File: src/hw/rtl/bcst_pkg.sv
// Types, constants and operation codes for the battery cycle stats tracker.
package bcst_pkg;

	localparam int unsigned EPOCH_W = 32;
	localparam int unsigned PCT_W   = 8;
	localparam int unsigned OP_W    = 2;
	localparam int unsigned DAYS_W  = 8;

	localparam logic [OP_W-1:0] OP_UPDATE  = 2'd0;
	localparam logic [OP_W-1:0] OP_PAGE    = 2'd1;
	localparam logic [OP_W-1:0] OP_RESTORE = 2'd2;

	localparam logic [EPOCH_W-1:0] WEEK_SECS  = 32'd604800;
	localparam logic [EPOCH_W-1:0] PAGE_LIMIT = 32'd65535;
	localparam logic [PCT_W-1:0]   PCT_MAX    = 8'd100;

	// 86400 = 2^7 * 675; the odd part is divided by a reciprocal multiply,
	// exact for every 25-bit dividend.
	localparam int unsigned DAY_SHIFT   = 7;
	localparam int unsigned DIFF_HI_W   = EPOCH_W - DAY_SHIFT;
	localparam int unsigned RECIP_W     = 26;
	localparam int unsigned RECIP_SHIFT = 35;
	localparam logic [RECIP_W-1:0] DAY_RECIP = 26'd50903317;

	typedef struct packed {
		logic [OP_W-1:0]    operation;
		logic               usb_connected;
		logic [PCT_W-1:0]   battery_pct;
		logic [EPOCH_W-1:0] now_epoch;
		logic [EPOCH_W-1:0] restore_seconds;
		logic [EPOCH_W-1:0] restore_pages;
		logic [EPOCH_W-1:0] restore_charge_start;
		logic [EPOCH_W-1:0] restore_last_end;
	} item_t;

	typedef struct packed {
		logic [EPOCH_W-1:0] seconds_on_battery;
		logic [EPOCH_W-1:0] pages_on_battery;
		logic [EPOCH_W-1:0] cycle_start;
		logic [EPOCH_W-1:0] charge_end;
		logic [PCT_W-1:0]   level_pct;
		logic               charging;
	} snap_t;

	// Elapsed time since cycle start, pre-shifted for the day divider.
	typedef struct packed {
		logic                 ok;
		logic [DIFF_HI_W-1:0] diff_hi;
	} span_t;

endpackage

File: src/hw/rtl/battery_cycle_stats_tracker_top.sv
// Top level of the battery cycle stats tracker: handshake and pipeline registers.
//
//  channel | valid      | stall      | payload
//  --------+------------+------------+------------------------------------------
//  update  | upd_valid  | upd_stall  | operation .. restore_last_end
//  snapshot| snap_valid | snap_stall | seconds_on_battery .. cycle_days
//
// One item per cycle sustained while snap_stall is low; a result passes the input
// register, the state update and the day multiply into the output register.
// State is written as an item leaves the input register, so snapshots keep order.
// A stall holds only the stages that are full; empty stages keep filling.
// Reset clears all tracker state and every stage valid bit.
module battery_cycle_stats_tracker_top (
	input  logic                          clk,
	input  logic                          arst_n,
	input  logic                          upd_valid,
	output logic                          upd_stall,
	input  logic [bcst_pkg::OP_W-1:0]     operation,
	input  logic                          usb_connected,
	input  logic [bcst_pkg::PCT_W-1:0]    battery_pct,
	input  logic [bcst_pkg::EPOCH_W-1:0]  now_epoch,
	input  logic [bcst_pkg::EPOCH_W-1:0]  restore_seconds,
	input  logic [bcst_pkg::EPOCH_W-1:0]  restore_pages,
	input  logic [bcst_pkg::EPOCH_W-1:0]  restore_charge_start,
	input  logic [bcst_pkg::EPOCH_W-1:0]  restore_last_end,
	output logic                          snap_valid,
	input  logic                          snap_stall,
	output logic [bcst_pkg::EPOCH_W-1:0]  seconds_on_battery,
	output logic [bcst_pkg::EPOCH_W-1:0]  pages_on_battery,
	output logic [bcst_pkg::EPOCH_W-1:0]  cycle_start,
	output logic [bcst_pkg::EPOCH_W-1:0]  charge_end,
	output logic [bcst_pkg::PCT_W-1:0]    level_pct,
	output logic                          charging,
	output logic [bcst_pkg::DAYS_W-1:0]   cycle_days
);

	logic                         v_s1, v_s2, v_s3;
	logic                         en1, en2, en3;
	bcst_pkg::item_t              item_s1;
	bcst_pkg::snap_t              snap_s2, snap_s3, snap_nx;
	bcst_pkg::span_t              span_s2, span_nx;
	logic [bcst_pkg::DAYS_W-1:0]  days_s3, days_nx;

	assign en3       = !v_s3 || !snap_stall;
	assign en2       = !v_s2 || en3;
	assign en1       = !v_s1 || en2;
	assign upd_stall = !en1;

	always_ff @(posedge clk or negedge arst_n) begin
		if (!arst_n) begin
			v_s1 <= 1'b0;
			v_s2 <= 1'b0;
			v_s3 <= 1'b0;
		end else begin
			if (en1)
				v_s1 <= upd_valid;
			if (en2)
				v_s2 <= v_s1;
			if (en3)
				v_s3 <= v_s2;
		end
	end

	always_ff @(posedge clk) begin
		if (en1 && upd_valid) begin
			item_s1.operation            <= operation;
			item_s1.usb_connected        <= usb_connected;
			item_s1.battery_pct          <= battery_pct;
			item_s1.now_epoch            <= now_epoch;
			item_s1.restore_seconds      <= restore_seconds;
			item_s1.restore_pages        <= restore_pages;
			item_s1.restore_charge_start <= restore_charge_start;
			item_s1.restore_last_end     <= restore_last_end;
		end
		if (en2 && v_s1) begin
			snap_s2 <= snap_nx;
			span_s2 <= span_nx;
		end
		if (en3 && v_s2) begin
			snap_s3 <= snap_s2;
			days_s3 <= days_nx;
		end
	end

	bcst_state u_state (
		.clk       (clk),
		.arst_n    (arst_n),
		.adv       (v_s1 && en2),
		.item      (item_s1),
		.snap_next (snap_nx),
		.span_next (span_nx)
	);

	bcst_days u_days (
		.span (span_s2),
		.days (days_nx)
	);

	assign snap_valid         = v_s3;
	assign seconds_on_battery = snap_s3.seconds_on_battery;
	assign pages_on_battery   = snap_s3.pages_on_battery;
	assign cycle_start        = snap_s3.cycle_start;
	assign charge_end         = snap_s3.charge_end;
	assign level_pct          = snap_s3.level_pct;
	assign charging           = snap_s3.charging;
	assign cycle_days         = days_s3;

endmodule

File: src/hw/rtl/bcst_state.sv
// Tracker state registers and the per-item update logic.
module bcst_state (
	input  logic               clk,
	input  logic               arst_n,
	input  logic               adv,
	input  bcst_pkg::item_t    item,
	output bcst_pkg::snap_t    snap_next,
	output bcst_pkg::span_t    span_next
);

	logic [bcst_pkg::EPOCH_W-1:0] secs_q, pages_q, start_q, end_q, mark_q;
	logic [bcst_pkg::PCT_W-1:0]   last_q, peak_q;
	logic                         cable_q, boot_q;

	logic [bcst_pkg::EPOCH_W-1:0] secs_n, pages_n, start_n, end_n, mark_n;
	logic [bcst_pkg::PCT_W-1:0]   last_n, peak_n;
	logic                         cable_n, boot_n;

	logic                         pct_ok, boot_a, boot_b, boot_open, late_open, add_ok;
	logic [bcst_pkg::PCT_W-1:0]   lvl, peak2;
	logic [bcst_pkg::EPOCH_W-1:0] mark2, step, diff;
	logic [bcst_pkg::EPOCH_W:0]   sum;
	logic [bcst_pkg::EPOCH_W-1:0] now;

	assign now    = item.now_epoch;
	assign pct_ok = (item.battery_pct != '0) && (item.battery_pct <= bcst_pkg::PCT_MAX);
	assign lvl    = pct_ok ? item.battery_pct : last_q;

	// boot check: second condition only matters if the first did not open a cycle
	assign boot_a    = !boot_q && (start_q == '0) && (lvl != '0);
	assign boot_b    = !boot_q && !boot_a && (peak_q != '0) && (lvl > peak_q);
	assign boot_open = boot_a || boot_b;
	assign peak2     = boot_open ? lvl : peak_q;
	assign mark2     = boot_open ? now : mark_q;

	assign late_open = !item.usb_connected
		&& (cable_q || ((peak2 != '0) && (lvl > peak2)));

	assign step   = now - mark2;
	assign sum    = {1'b0, secs_q} + {1'b0, step};
	assign add_ok = !item.usb_connected && !late_open && !boot_open
		&& (mark2 != '0) && (now > mark2) && (step < bcst_pkg::WEEK_SECS);

	always_comb begin
		secs_n  = secs_q;
		pages_n = pages_q;
		start_n = start_q;
		end_n   = end_q;
		mark_n  = mark_q;
		last_n  = last_q;
		peak_n  = peak_q;
		cable_n = cable_q;
		boot_n  = boot_q;
		case (item.operation)
			bcst_pkg::OP_UPDATE: begin
				last_n  = lvl;
				boot_n  = 1'b1;
				mark_n  = now;
				cable_n = item.usb_connected;
				peak_n  = peak2;
				if (boot_open) begin
					start_n = now;
					secs_n  = '0;
					pages_n = '0;
				end
				if (boot_b)
					end_n = now;
				if (late_open) begin
					start_n = now;
					end_n   = now;
					secs_n  = '0;
					pages_n = '0;
					peak_n  = lvl;
				end else if (item.usb_connected) begin
					if (pct_ok && (item.battery_pct > peak2))
						peak_n = item.battery_pct;
				end else if (add_ok) begin
					secs_n = sum[bcst_pkg::EPOCH_W] ? '1 : sum[bcst_pkg::EPOCH_W-1:0];
				end
			end
			bcst_pkg::OP_PAGE: begin
				if (pages_q < bcst_pkg::PAGE_LIMIT)
					pages_n = pages_q + 1'b1;
			end
			bcst_pkg::OP_RESTORE: begin
				secs_n  = item.restore_seconds;
				pages_n = item.restore_pages;
				start_n = item.restore_charge_start;
				end_n   = item.restore_last_end;
				last_n  = item.battery_pct;
				peak_n  = item.battery_pct;
				mark_n  = now;
			end
			default: begin
			end
		endcase
	end

	always_ff @(posedge clk or negedge arst_n) begin
		if (!arst_n) begin
			secs_q  <= '0;
			pages_q <= '0;
			start_q <= '0;
			end_q   <= '0;
			mark_q  <= '0;
			last_q  <= '0;
			peak_q  <= '0;
			cable_q <= 1'b0;
			boot_q  <= 1'b0;
		end else if (adv) begin
			secs_q  <= secs_n;
			pages_q <= pages_n;
			start_q <= start_n;
			end_q   <= end_n;
			mark_q  <= mark_n;
			last_q  <= last_n;
			peak_q  <= peak_n;
			cable_q <= cable_n;
			boot_q  <= boot_n;
		end
	end

	assign diff = now - start_n;

	always_comb begin
		snap_next.seconds_on_battery = secs_n;
		snap_next.pages_on_battery   = pages_n;
		snap_next.cycle_start        = start_n;
		snap_next.charge_end         = end_n;
		snap_next.level_pct          = last_n;
		snap_next.charging           = cable_n;
		span_next.ok      = (start_n != '0) && (now > start_n);
		span_next.diff_hi = diff[bcst_pkg::EPOCH_W-1:bcst_pkg::DAY_SHIFT];
	end

endmodule

File: src/hw/rtl/bcst_days.sv
// Whole days of a cycle: reciprocal multiply by 1/675 after the shift by 128.
module bcst_days (
	input  bcst_pkg::span_t              span,
	output logic [bcst_pkg::DAYS_W-1:0]  days
);

	logic [bcst_pkg::DIFF_HI_W+bcst_pkg::RECIP_W-1:0] prod;

	assign prod = {{bcst_pkg::RECIP_W{1'b0}}, span.diff_hi}
		* {{bcst_pkg::DIFF_HI_W{1'b0}}, bcst_pkg::DAY_RECIP};
	assign days = span.ok ? prod[bcst_pkg::RECIP_SHIFT +: bcst_pkg::DAYS_W] : '0;

endmodule

File: config.mk
export PLATFORM = sky130hd
export DESIGN_NAME = battery_cycle_stats_tracker_top
export DESIGN_NICKNAME = d
export VERILOG_FILES = /design/src/hw/rtl/bcst_pkg.sv /design/src/hw/rtl/battery_cycle_stats_tracker_top.sv /design/src/hw/rtl/bcst_state.sv /design/src/hw/rtl/bcst_days.sv
export SDC_FILE = /design/constraint.sdc
export NUM_CORES = 2
export LEC_CHECK = 0
export BUFFER_PORTS_ARGS = -buffer_cell sky130_fd_sc_hd__buf_2
export CAP_MARGIN = 40
export CELL_PAD_IN_SITES_DETAIL_PLACEMENT = 1
export CELL_PAD_IN_SITES_GLOBAL_PLACEMENT = 1
export CORE_MARGIN = 5
export CORE_UTILIZATION = 45
export DETAILED_ROUTE_END_ITERATION = 10
export GPL_TIMING_DRIVEN = 1
export PLACE_DENSITY = 0.81
export SLEW_MARGIN = 20
export SYNTH_ARGS = -nofsm -noshare
export SYNTH_HDL_FRONTEND = slang
export SYNTH_HIERARCHICAL = 1
export SYNTH_SLANG_ARGS = --single-unit
File: constraint.sdc
create_clock -name clk -period 12 [get_ports clk]
set_input_delay 2.4 -clock clk [delete_from_list [all_inputs] [get_ports clk]]
set_output_delay 2.4 -clock clk [all_outputs]
set_load 0.005 [all_outputs]
==> flow_summary.yaml <==
cells_and_area:
  layout.nets: 4696
  final.fill_count: 9742
  final_cell_mix: "edfxtp_1 (479), inv_1 (428), ha_1 (345)"
  multi_input_area_sq_um: 20200
  drive_gt1_frac: 0.153
  area_delta_synth_final_pct: 14.3
  layout_commonest_cell: "edfxtp_1"
  layout.area.seq_sq_um: 18900
synthesis:
  synth_nets: 4385
  yosys_warnings: 6
  synthesis.area_sq_um: 41200
  postSynthCellCount: 3686
  ys_seq_area_frac: 0.459
  ys_ff_latch: 660
  synth-adder-area-share: 0.194
  ys_types: 101
  synth-edff-count: 479
  synth-xor-area-share: 0.0198
  async_reset_ff_frac: 0.274
  muxShareOfSynthArea: 0.0264
  synth_top_family_by_area: "adder cells"
  avgSynthCellArea_sq_um: 11.2
  synthSimpleGateAreaFrac: 0.0973
  synth-main-ff-cell: "edfxtp_1"
  synth-compound-area-share: 0.150
clocking:
  clk_pin_slew_worst_paths_ns: 0.06
  cts_buffer_depth: 3
  cts_setup_buffers: 0
  post_cts_resized: 0
  holdBufCountCts: 0
  clock_sinks: 660
  htreeDepth: 3
  cts_root_buf: "clkbuf_16"
  clock_latency_ns: 0.66
  cts_tree: "done"
  cts_made_buffers: 76
placed_design:
  gp_congestion: 0.912
  portBuffers: 321
  dp_hpwl_um: 104000
global_routing:
  grt_usage: 0.285
  grt_start_max_net_pins: 131
  grt_overflow: 0
  antenna_found_initial: 21
  grt_pass1_vias: 34396
  grt_pass1_wl_um: 215000
sta:
  setup_violations: 0
  hold_violations: 0
  clock_skew_ns: 0.0305
  rsz0062_at_grt: "no"
  relSlewSlack: 0.380
  drv_slew: 0
  tightest_slew_ns: 0.918
  fin_crit_sh: 0.874
  final.setup.tns_ns: 0
  fmax_mhz: 95.3
  final.min_clock_period_ns: 10.49
worst_hold_path:
  hold_path.class: "reg -> reg"
  hold_end: "charge_end[30]"
  hold_path_depth: 0
  hp-start: "snap_s2[39]"
route:
  drt_first_pass_iters: 6
  ant_nets: 0
  drc: 0
  routed_wl_um: 145000
  drt_iter0_drc: 2864
  wire_per_inst_um: 27.5
  vias: 32116
  vias_per_cell: 6.11
setup_path:
  slowest_delay_ns: 0.76
  path_max_fanout: 26
  critical_path.top_delay_family: "compound AO/OA/AOI/OAI gates"
  timing.rr.start: "item_s1[162]"
  r2r-end: "span_s2[22]"
  required_ns: 12.39
  r2r_setup_slack_ns: 1.51
  arrival_ns: 10.88
  r2r_cells: 37
  endpoint_kind: "flip-flop"
  cpMostUsedCell: "o21ai_0"
  path_buf_inv: 1
  crit_path_start_kind: "flip-flop"
  crit_type: "reg -> reg"
  cp_slowest_cell: "nor3_1"
die:
  die-area_sq_um: 97800
  die_y_um: 313
  die_x_um: 313
  rows: 111
  ios: 322
  initial_core_util: 0.452
  coreArea_sq_um: 91200
outcome:
  outcome: "finished, final reports clean"
flow_run:
  drv_cap: 0
-- Yosys cell counts (35+ instances only) --
library cell,n,share of area
nand3_1,56,0.0068
a22o_1,43,0.0091
a21oi_1,148,0.018
nor2_1,151,0.014
nor4_1,36,0.0055
o21a_1,38,0.0069
xnor2_1,58,0.012
edfxtp_1,479,0.35
ha_1,345,0.10
xor2_1,35,0.0074
nand4_1,46,0.0070
nor3_1,45,0.0055
clkbuf_1,130,0.012
mux2_2,70,0.019
a31oi_1,35,0.0053
a22oi_1,109,0.020
nand2b_1,43,0.0065
fa_1,179,0.087
a21o_1,61,0.011
o21ai_0,209,0.025
inv_1,428,0.039
nand2_1,305,0.028
dfrtp_1,181,0.11
-- area by class of cell --
type                    count  area share
diodes                     13    0.000690
clock buffers              91      0.0431
clock inverters            51      0.0122
inverters                 428      0.0341
multi-input cells        2450       0.429
flip-flops and latches    660       0.401
well taps                1186      0.0315
repair buffers            381      0.0482
-- per-layer routing --
metal / up-vias / global-route usage / wire length, um
li1: 14023 / - / -
met1: 16421 / 0.358 / 57000
met5: - / 0 / 10
met2: 1299 / 0.485 / 71000
met4: 2 / 0.130 / 7220
met3: 371 / 0.0479 / 9320
-- how the worst max path moves through the flow --
stage / startpoint / endpoint / slack, ns / cells after the start
2_1_floorplan: snap_stall / charge_end[0] / 2.41 / 1
3_3_place_gp: item_s1[162] / span_s2[23] / 2.10 / 35
3_5_place_dp: item_s1[162] / snap_s2[134] / 1.84 / 35
4_1_cts: item_s1[162] / span_s2[22] / 1.73 / 37
5_1_grt: item_s1[162] / span_s2[22] / 0.76 / 37
6_report: item_s1[162] / span_s2[22] / 1.51 / 37
-- logic make-up after synthesis --
kind of cell,count (synthesis)
compound gates,900
simple gates,824
flops,660
buf+inv,576
fa+ha+maj,533
mux,100
xor+xnor,93
-- sequential cells by signal, summed over array words and instances (netlist names), 8 cells and up --
signal	flops
snap_s2	137
u_state/end_q	32
u_state/pages_q	32
charge_end	32
cycle_start	32
u_state/last_q	8
span_s2	26
u_state/start_q	32
u_state/mark_q	32
item_s1	171
u_state/peak_q	8
cycle_days	8
u_state/secs_q	32
seconds_on_battery	32
pages_on_battery	32
level_pct	8
-- per-stage QoR --
step / instances / setup WS [ns] / hold slack (ns) / cell area, sq um / util
global placement: 5092 / 2.10 / 0.401 / 44200 / 0.484
CTS: 5241 / 1.73 / 0.413 / 46900 / 0.514
finish: 5260 / 1.51 / 0.412 / 47100 / 0.516
global route: 5259 / 0.764 / 0.425 / 47100 / 0.516
floorplan: 3686 / 2.41 / 0.400 / 41200 / -
detailed placement: 5099 / 1.84 / 0.405 / 44300 / 0.486
Power is left out: the tool's default activity adds up to more than one toggle a clock period on the data nets, which glitch-free logic cannot reach.
